**config.mk**
```make
export PLATFORM = sky130hd
export DESIGN_NAME = sorted_priority_queue_modes_top
export DESIGN_NICKNAME = d
export VERILOG_FILES = /design/src/rtl/spqm_pkg.sv /design/src/rtl/spqm_cell.sv /design/src/rtl/sorted_priority_queue_modes_top.sv
export VERILOG_INCLUDE_DIRS = /design/src /design/src/rtl
export SDC_FILE = /design/constraint.sdc
export NUM_CORES = 2
export LEC_CHECK = 0
export ABC_AREA = 1
export BUFFER_PORTS_ARGS = -buffer_cell sky130_fd_sc_hd__buf_2
export CAP_MARGIN = 20
export CORE_MARGIN = 10
export CORE_UTILIZATION = 55
export DETAILED_ROUTE_END_ITERATION = 7
export PLACE_DENSITY = 0.77
export SLEW_MARGIN = 20
export SYNTH_ARGS = -nofsm -noshare
export SYNTH_HDL_FRONTEND = slang
export SYNTH_SLANG_ARGS = --single-unit
export TNS_END_PERCENT = 50
```
**constraint.sdc**
```tcl
create_clock -name clk_i -period 19.51 [get_ports clk_i]
set_input_delay 0 -clock clk_i [delete_from_list [all_inputs] [get_ports clk_i]]
set_output_delay 0 -clock clk_i [all_outputs]
set_load 0.01 [all_outputs]
```
**src/rtl/sorted_priority_queue_modes_top_assert.svh**
```systemverilog
// Assertion macros for the sorted priority queue RTL.
// No dependencies; files that assert include this header.
`ifndef SORTED_PRIORITY_QUEUE_MODES_TOP_ASSERT_SVH
`define SORTED_PRIORITY_QUEUE_MODES_TOP_ASSERT_SVH

`ifndef ASSERT_OFF
// Clocked assertion, disabled while reset is held.
`define SPQM_ASSERT(lbl, prop) \
  lbl: assert property (@(posedge clk_i) disable iff (!rst_ni) (prop)) \
    else $error("spqm assertion failed");
// Same, with a caller message.
`define SPQM_ASSERT_MSG(lbl, prop, msg) \
  lbl: assert property (@(posedge clk_i) disable iff (!rst_ni) (prop)) \
    else $error(msg);
`else
`define SPQM_ASSERT(lbl, prop)
`define SPQM_ASSERT_MSG(lbl, prop, msg)
`endif

`endif

```
**src/rtl/spqm_pkg.sv**
```systemverilog
// Shared types, codes and mode decode for the sorted priority queue.
// No dependencies.
package spqm_pkg;

  localparam int unsigned DEPTH_DEF = 16;
  localparam int unsigned VAL_W     = 32;
  localparam int unsigned MODE_W    = 3;
  localparam int unsigned FILL_W    = 5;

  // order_mode codes
  localparam logic [MODE_W-1:0] MODE_ASC_BEFORE  = 3'd1;
  localparam logic [MODE_W-1:0] MODE_DESC_AFTER  = 3'd2;
  localparam logic [MODE_W-1:0] MODE_ASC_AFTER   = 3'd3;
  localparam logic [MODE_W-1:0] MODE_DESC_BEFORE = 3'd4;
  localparam logic [MODE_W-1:0] MODE_ASC_AFTER_B = 3'd5;
  localparam logic [MODE_W-1:0] MODE_RESET       = MODE_ASC_BEFORE;

  typedef enum logic [1:0] {
    KIND_INSERT = 2'd0,
    KIND_PEEK   = 2'd1,
    KIND_REMOVE = 2'd2,
    KIND_CLEAR  = 2'd3
  } kind_e;

  typedef enum logic [1:0] {
    ST_OK    = 2'd0,
    ST_EMPTY = 2'd1,
    ST_FULL  = 2'd2
  } status_e;

  // Condition for the insert scan to move past a stored entry e.
  typedef enum logic [1:0] {
    WALK_LT = 2'd0,  // e < x
    WALK_GT = 2'd1,  // e > x
    WALK_LE = 2'd2   // e <= x
  } walk_e;

  // Scan state handed from cell to cell during an insert.
  typedef enum logic [1:0] {
    SCAN_WALK = 2'd0,
    SCAN_EQ   = 2'd1,
    SCAN_STOP = 2'd2
  } scan_e;

  typedef enum logic [1:0] {
    CELL_HOLD   = 2'd0,
    CELL_INSERT = 2'd1,
    CELL_SHIFT  = 2'd2   // every cell takes its right neighbor
  } cell_op_e;

  typedef struct packed {
    walk_e walk;
    logic  eq_skip;      // step past a run of equals after the scan stops
    logic  back_remove;  // remove takes the tail
  } mode_ctl_t;

  typedef struct packed {
    cell_op_e           op;
    walk_e              walk;
    logic               eq_skip;
    logic signed [31:0] value;
  } cell_ctl_t;

  function automatic mode_ctl_t decode_mode(input logic [MODE_W-1:0] mode);
    mode_ctl_t m;
    m = '{walk: WALK_LT, eq_skip: 1'b0, back_remove: 1'b0};
    unique case (mode) inside
      MODE_DESC_AFTER:  m = '{walk: WALK_GT, eq_skip: 1'b1, back_remove: 1'b0};
      MODE_ASC_AFTER:   m = '{walk: WALK_LE, eq_skip: 1'b0, back_remove: 1'b1};
      MODE_DESC_BEFORE: m = '{walk: WALK_GT, eq_skip: 1'b0, back_remove: 1'b1};
      MODE_ASC_AFTER_B: m = '{walk: WALK_LT, eq_skip: 1'b1, back_remove: 1'b1};
      default:          m = '{walk: WALK_LT, eq_skip: 1'b0, back_remove: 1'b0};
    endcase
    return m;
  endfunction

endpackage

```
**src/rtl/spqm_cell.sv**
```systemverilog
// One slot of the sorted queue: holds one entry, compares it against the
// incoming value and shifts with its neighbors. Depends on spqm_pkg.
module spqm_cell import spqm_pkg::*; #(
  parameter int unsigned IDX   = 0,
  parameter int unsigned CNT_W = 5
) (
  input  logic               clk_i,
  input  cell_ctl_t          ctl_i,
  input  logic [CNT_W-1:0]   count_i,
  input  logic signed [31:0] left_val_i,
  input  logic signed [31:0] right_val_i,
  input  scan_e              scan_i,
  output scan_e              scan_o,
  output logic signed [31:0] val_o,
  output logic signed [31:0] tail_o
);

  localparam logic [CNT_W-1:0] IdxC   = CNT_W'(IDX);
  localparam logic [CNT_W-1:0] IdxP1C = CNT_W'(IDX + 1);

  logic signed [31:0] val_q, val_d;
  logic live, last, walk, same, lt_ex, lt_xe;

  assign live  = IdxC < count_i;
  assign last  = count_i == IdxP1C;
  assign lt_ex = val_q < ctl_i.value;
  assign lt_xe = ctl_i.value < val_q;

  always_comb begin
    case (ctl_i.walk)
      WALK_GT: walk = live && lt_xe;
      WALK_LE: walk = live && !lt_xe;
      default: walk = live && lt_ex;
    endcase
  end

  assign same = live && (val_q == ctl_i.value);

  always_comb begin
    case (scan_i)
      SCAN_WALK: begin
        if (walk)                       scan_o = SCAN_WALK;
        else if (ctl_i.eq_skip && same) scan_o = SCAN_EQ;
        else                            scan_o = SCAN_STOP;
      end
      SCAN_EQ: scan_o = same ? SCAN_EQ : SCAN_STOP;
      default: scan_o = SCAN_STOP;
    endcase
  end

  always_comb begin
    val_d = val_q;
    case (ctl_i.op)
      CELL_INSERT: begin
        if (scan_i == SCAN_STOP)      val_d = left_val_i;   // behind the slot
        else if (scan_o == SCAN_STOP) val_d = ctl_i.value;  // the slot itself
      end
      CELL_SHIFT: val_d = right_val_i;
      default:    val_d = val_q;
    endcase
  end

  always_ff @(posedge clk_i) begin
    val_q <= val_d;
  end

  assign val_o  = val_q;
  assign tail_o = last ? val_q : '0;

endmodule

```
**src/rtl/sorted_priority_queue_modes_top.sv**
```systemverilog
// Sorted priority queue with selectable ordering, built as a row of cells.
// Depends on spqm_pkg, spqm_cell and sorted_priority_queue_modes_top_assert.svh.
//
//  channel | signals                                  | direction
//  --------+------------------------------------------+----------
//  in      | in_valid_i/in_ready_o, kind_i, value_i   | request in
//  out     | out_valid_o/out_ready_i, status_o,       | result out
//          | front_value_o, removed_value_o,          |
//          | fill_count_o                             |
//  cfg     | cfg_we_i, cfg_wdata_i (order_mode)       | write only
//
// Each request is first captured; then, in the execute step, every cell
// compares and shifts in parallel and the result registers load.
// A new request is taken while the previous result waits at the output;
// the execute cycle stalls only while that result is still held.
// Reset clears the fill count, mode (to 1) and handshake state; cell
// contents are not reset and are never read beyond the fill count.
`include "sorted_priority_queue_modes_top_assert.svh"

module sorted_priority_queue_modes_top import spqm_pkg::*; #(
  parameter int unsigned DEPTH = DEPTH_DEF
) (
  input  logic                clk_i,
  input  logic                rst_ni,
  input  logic                cfg_we_i,
  input  logic [MODE_W-1:0]   cfg_wdata_i,
  input  logic                in_valid_i,
  output logic                in_ready_o,
  input  logic [1:0]          kind_i,
  input  logic signed [31:0]  value_i,
  output logic                out_valid_o,
  input  logic                out_ready_i,
  output logic [1:0]          status_o,
  output logic signed [31:0]  front_value_o,
  output logic signed [31:0]  removed_value_o,
  output logic [FILL_W-1:0]   fill_count_o
);

  localparam int unsigned CNT_W = $clog2(DEPTH + 1);
  localparam logic [CNT_W-1:0] DepthC = CNT_W'(DEPTH);

  // Control state
  logic               busy_q;
  logic               out_valid_q;
  logic [MODE_W-1:0]  mode_q;
  logic [CNT_W-1:0]   count_q, count_d;

  // Captured request
  kind_e              kind_q;
  logic signed [31:0] value_q;

  // Result registers
  status_e            status_q, status_d;
  logic signed [31:0] front_q, front_d;
  logic signed [31:0] removed_q, removed_d;
  logic [FILL_W-1:0]  fill_q, fill_d;

  logic accept, exec, empty, full;
  mode_ctl_t mctl;
  cell_ctl_t cctl;

  // Cell chain
  logic signed [31:0] val_w  [DEPTH];
  logic signed [31:0] tail_w [DEPTH];
  scan_e              scan_w [DEPTH+1];
  logic signed [31:0] tail_val, front_nxt;
  logic [CNT_W+FILL_W-1:0] fill_wide;

  assign in_ready_o = !busy_q;
  assign accept     = in_valid_i && in_ready_o;
  // Execute once the result slot is free or being drained this cycle.
  assign exec       = busy_q && (!out_valid_q || out_ready_i);
  assign empty      = count_q == '0;
  assign full       = count_q >= DepthC;
  assign mctl       = decode_mode(mode_q);

  always_comb begin
    cctl.op      = CELL_HOLD;
    cctl.walk    = mctl.walk;
    cctl.eq_skip = mctl.eq_skip;
    cctl.value   = value_q;
    if (exec) begin
      case (kind_q)
        KIND_INSERT: if (!full) cctl.op = CELL_INSERT;
        KIND_REMOVE: if (!empty && !mctl.back_remove) cctl.op = CELL_SHIFT;
        default:     cctl.op = CELL_HOLD;
      endcase
    end
  end

  assign scan_w[0] = SCAN_WALK;

  for (genvar i = 0; i < DEPTH; i++) begin : g_cell
    logic signed [31:0] left_v, right_v;
    if (i == 0) begin : g_first
      assign left_v = '0;
    end else begin : g_mid_l
      assign left_v = val_w[i-1];
    end
    if (i == DEPTH - 1) begin : g_last
      assign right_v = '0;
    end else begin : g_mid_r
      assign right_v = val_w[i+1];
    end
    spqm_cell #(
      .IDX   (i),
      .CNT_W (CNT_W)
    ) u_cell (
      .clk_i       (clk_i),
      .ctl_i       (cctl),
      .count_i     (count_q),
      .left_val_i  (left_v),
      .right_val_i (right_v),
      .scan_i      (scan_w[i]),
      .scan_o      (scan_w[i+1]),
      .val_o       (val_w[i]),
      .tail_o      (tail_w[i])
    );
  end

  // Only the cell at count-1 drives a nonzero tail.
  always_comb begin
    tail_val = '0;
    for (int i = 0; i < DEPTH; i++) begin
      tail_val = tail_val | tail_w[i];
    end
  end

  // Head entry after this cycle's cell update.
  always_comb begin
    if (cctl.op == CELL_INSERT && scan_w[1] == SCAN_STOP) begin
      front_nxt = value_q;
    end else if (cctl.op == CELL_SHIFT) begin
      front_nxt = val_w[1];
    end else begin
      front_nxt = val_w[0];
    end
  end

  always_comb begin
    count_d   = count_q;
    status_d  = ST_OK;
    removed_d = '0;
    case (kind_q)
      KIND_INSERT: begin
        if (full) status_d = ST_FULL;
        else      count_d  = count_q + CNT_W'(1);
      end
      KIND_PEEK: begin
        if (empty) status_d = ST_EMPTY;
      end
      KIND_REMOVE: begin
        if (empty) begin
          status_d = ST_EMPTY;
        end else begin
          count_d   = count_q - CNT_W'(1);
          removed_d = mctl.back_remove ? tail_val : val_w[0];
        end
      end
      default: count_d = '0;
    endcase
    front_d   = (count_d != '0) ? front_nxt : '0;
    fill_wide = {{FILL_W{1'b0}}, count_d};
    fill_d    = fill_wide[FILL_W-1:0];
  end

  always_ff @(posedge clk_i or negedge rst_ni) begin
    if (!rst_ni) begin
      busy_q      <= 1'b0;
      out_valid_q <= 1'b0;
      mode_q      <= MODE_RESET;
      count_q     <= '0;
    end else begin
      if (cfg_we_i) mode_q <= cfg_wdata_i;
      if (accept) begin
        busy_q <= 1'b1;
      end else if (exec) begin
        busy_q <= 1'b0;
      end
      if (exec) begin
        out_valid_q <= 1'b1;
        count_q     <= count_d;
      end else if (out_ready_i) begin
        out_valid_q <= 1'b0;
      end
    end
  end

  always_ff @(posedge clk_i) begin
    if (accept) begin
      kind_q  <= kind_e'(kind_i);
      value_q <= value_i;
    end
    if (exec) begin
      status_q  <= status_d;
      front_q   <= front_d;
      removed_q <= removed_d;
      fill_q    <= fill_d;
    end
  end

  assign out_valid_o     = out_valid_q;
  assign status_o        = status_q;
  assign front_value_o   = front_q;
  assign removed_value_o = removed_q;
  assign fill_count_o    = fill_q;

  `SPQM_ASSERT(a_count_bound, count_q <= DepthC)
  `SPQM_ASSERT_MSG(a_full_keeps_count,
      exec && kind_q == KIND_INSERT && full |=> count_q == $past(count_q),
      "rejected insert changed fill count")
  `SPQM_ASSERT(a_exec_gives_result, exec |=> out_valid_q)
  `SPQM_ASSERT_MSG(a_bad_status_no_removed,
      out_valid_q && status_q != ST_OK |-> removed_q == '0,
      "removed value set on failed request")

endmodule
```
==> run metrics <==
outcome finished with violations; failing checks DRC; global-route wire length before repair 287000 um; pre-CTS WS 6.63 ns; sequential-to-total area share from yosys stat 0.400; wire length per cell 29.1 um; Final Cycle Share 0.663; post-route ant nets 0; Ports 115; unrepaired setup endpoints after global routing no; core area 84900 sq um; Post-Syn Nets 6237; crit start category register; HPWL Detailed 148000 um; postcts setup bufs 0; Tot GR Track Use 0.395; Final Cell Area 51600 sq um; Vias/cell 6.75; slew of the pin with the lowest slew margin 1.26 ns; CTS tree yes; Die Height 312 um; worst r2r path cells 48; CTS sink cnt 627; root buffer cell clkbuf_16; post-placement cell count 6728; Mapped Cells 5670; mean post-synth cell area 8.27 sq um; Max-cap violations 0; crit path kind reg2reg; Pwr Density 134 nW/um^2; DIE WIDTH 312 um; clk_skew 0.0400 ns; pin count of the biggest net entering global routing 184; vias in the first global route 42000; Post-synth ARST share 0.0159; clock slew at reported path FFs 0.06 ns; initial core utilization 0.552; CP max stage delay 0.70 ns; Top FF cell, synth edfxtp_1; Crit Path Max Fanout 68; slowest CP cell nor4_1; layout cells sized above 1 0.0728; crit-path most repeated cell nand2_1; H-tree levels 3; sequential standard cell area 18800 sq um; Pleak 21.3 nW; DRC 28; final max-slew violation count 0; synthesized cell area 46900 sq um; Layout Cells excl Fill 6905; total gr overflow 0; Hold-fix buffers, CTS 47; Crit path arrival time 13.25 ns; multi-input combinational cell area 24900 sq um; Max Fclk 77.3 MHz; worst-skew pair later-pin latency 0.65 ns; final setup vio count 0; CTS buffer count 75; crit end category register; first drt pass iteration count 8; num rows 107; Clock Path Buffers 3; Final WS setup 6.57 ns; Seq cells post-synth 627; Rel. slew slack 0.139; initial antenna violation count 8; nets 6276; maximum vdd drop 92.9 uV; PortBufs 114; routed via count 46600; Initial DRC Count 8288; setup TNS 0 ns; die area 97300 sq um; fill count 7642; worst path required time 19.82 ns; post-synth cell types 67; fin crit period 12.94 ns; hold depth 2; Post-Route WL 201000 um; DP Area 48800 sq um; number of flops mapped to enable cells by yosys 617; GPL Wtd Cong 1.03; post-cts resize count 0; Worst Hold Class in2reg; Area Overhead vs Synth 10.0%; warnings from Yosys 0; endpoints failing hold 0
flip-flops by register name, summed over array words and instances (netlist names), 2 cells and up:
| name | cells |
|---|---|
| g_cell.u_cell.val_o | 512 |
| front_value_o | 32 |
| removed_value_o | 32 |
| value_q | 32 |
| count_q | 5 |
| fill_count_o | 5 |
| mode_q | 3 |
| kind_q | 2 |
| status_o | 2 |
cell usage after synthesis (70+ instances only):
cell type  instances  area share
clkbuf_1         272       0.022
nand4_1           73      0.0097
o21ai_0          771       0.082
ha_1             525        0.14
a21oi_1          440       0.047
o221ai_1          82       0.015
nor2_1           295       0.024
o21ai_1           70      0.0075
nand2_1         1147       0.092
o22ai_1           91       0.012
edfxtp_1         617        0.40
o211ai_1         122       0.020
inv_1            532       0.043
nand3_1          176       0.019
per-layer routing:
layer | up-vias | track usage | share of wire
li1 | 20500 | - | -
met1 | 21600 | 0.561 | 0.39
met2 | 3933 | 0.530 | 0.39
met3 | 506 | 0.159 | 0.18
met4 | 8 | 0.150 | 0.043
met5 | - | 0 | 0.00024
cells in the final DEF (no fill, tap or decap), drive strengths merged, types with 90 or more instances in the layout:
master,synthesis,final
nand2,1160,1160
o21ai,842,842
edfxtp,617,617
inv,538,539
ha,525,525
a21oi,440,440
nor2,301,301
buf,54,241
nand3,182,182
o211ai,123,123
o22ai,91,91
clkbuf,272,90
kinds of logic after synthesis:
family	synth area share
xor gates and xnor gates	0.00224
adders and majority gates	0.140
and+or+nand+nor	0.164
buffers and inverters	0.0724
AOI/OAI and AO/OA	0.220
DFF	0.400
report_power, final:
group	internal [mW]	switching [mW]
sequential	2.08	0.405
combinational	0.874	2.14
clock	0.803	0.612
total	3.75	3.16
metrics by stage:
| stage | hold WS (ns) | total power [mW] | util |
|---|---|---|---|
| global placement | -0.121 | 5.25 | 0.575 |
| finish | 0.0644 | 6.91 | 0.608 |
| detailed placement | -0.120 | 5.32 | 0.575 |
| floorplan | -0.296 | 4.06 | - |
| global route | 0.0744 | 7.20 | 0.608 |
| CTS | 0.0549 | 6.73 | 0.608 |
final timing paths:
| path | from | to | slack [ns] |
|---|---|---|---|
| worst min register to register | out_valid_o | out_valid_o | 0.50 |
| worst min-delay path | value_i[30] | value_q[30] | 0.06 |
| worst max-delay path | value_q[6] | g_cell[15].u_cell.val_o[18] | 6.57 |
| worst max register to register | value_q[6] | g_cell[15].u_cell.val_o[18] | 6.57 |
| max in group asynchronous | rst_ni | mode_q[0] | 18.75 |
| min in group asynchronous | rst_ni | mode_q[2] | 0.40 |
worst max-delay path: cells and delay by family (launching register included):
family          cells  cell delay [ns]
compound gates      3             0.65
fa+ha+maj           1             0.29
buf+inv            11             4.62
flops               1             0.61
simple gates       33             6.28
cell type report:
class / count / share of cell area
Inverter: 560 / 0.0410
Timing Repair Buffer: 288 / 0.0393
Tap cell: 1144 / 0.0277
Clock inverter: 37 / 0.00740
Multi-Input combinational cell: 4157 / 0.483
Sequential cell: 627 / 0.364
Antenna cell: 2 / 0.0000970
Clock buffer: 90 / 0.0378
Power figures use the tool's default switching activity.
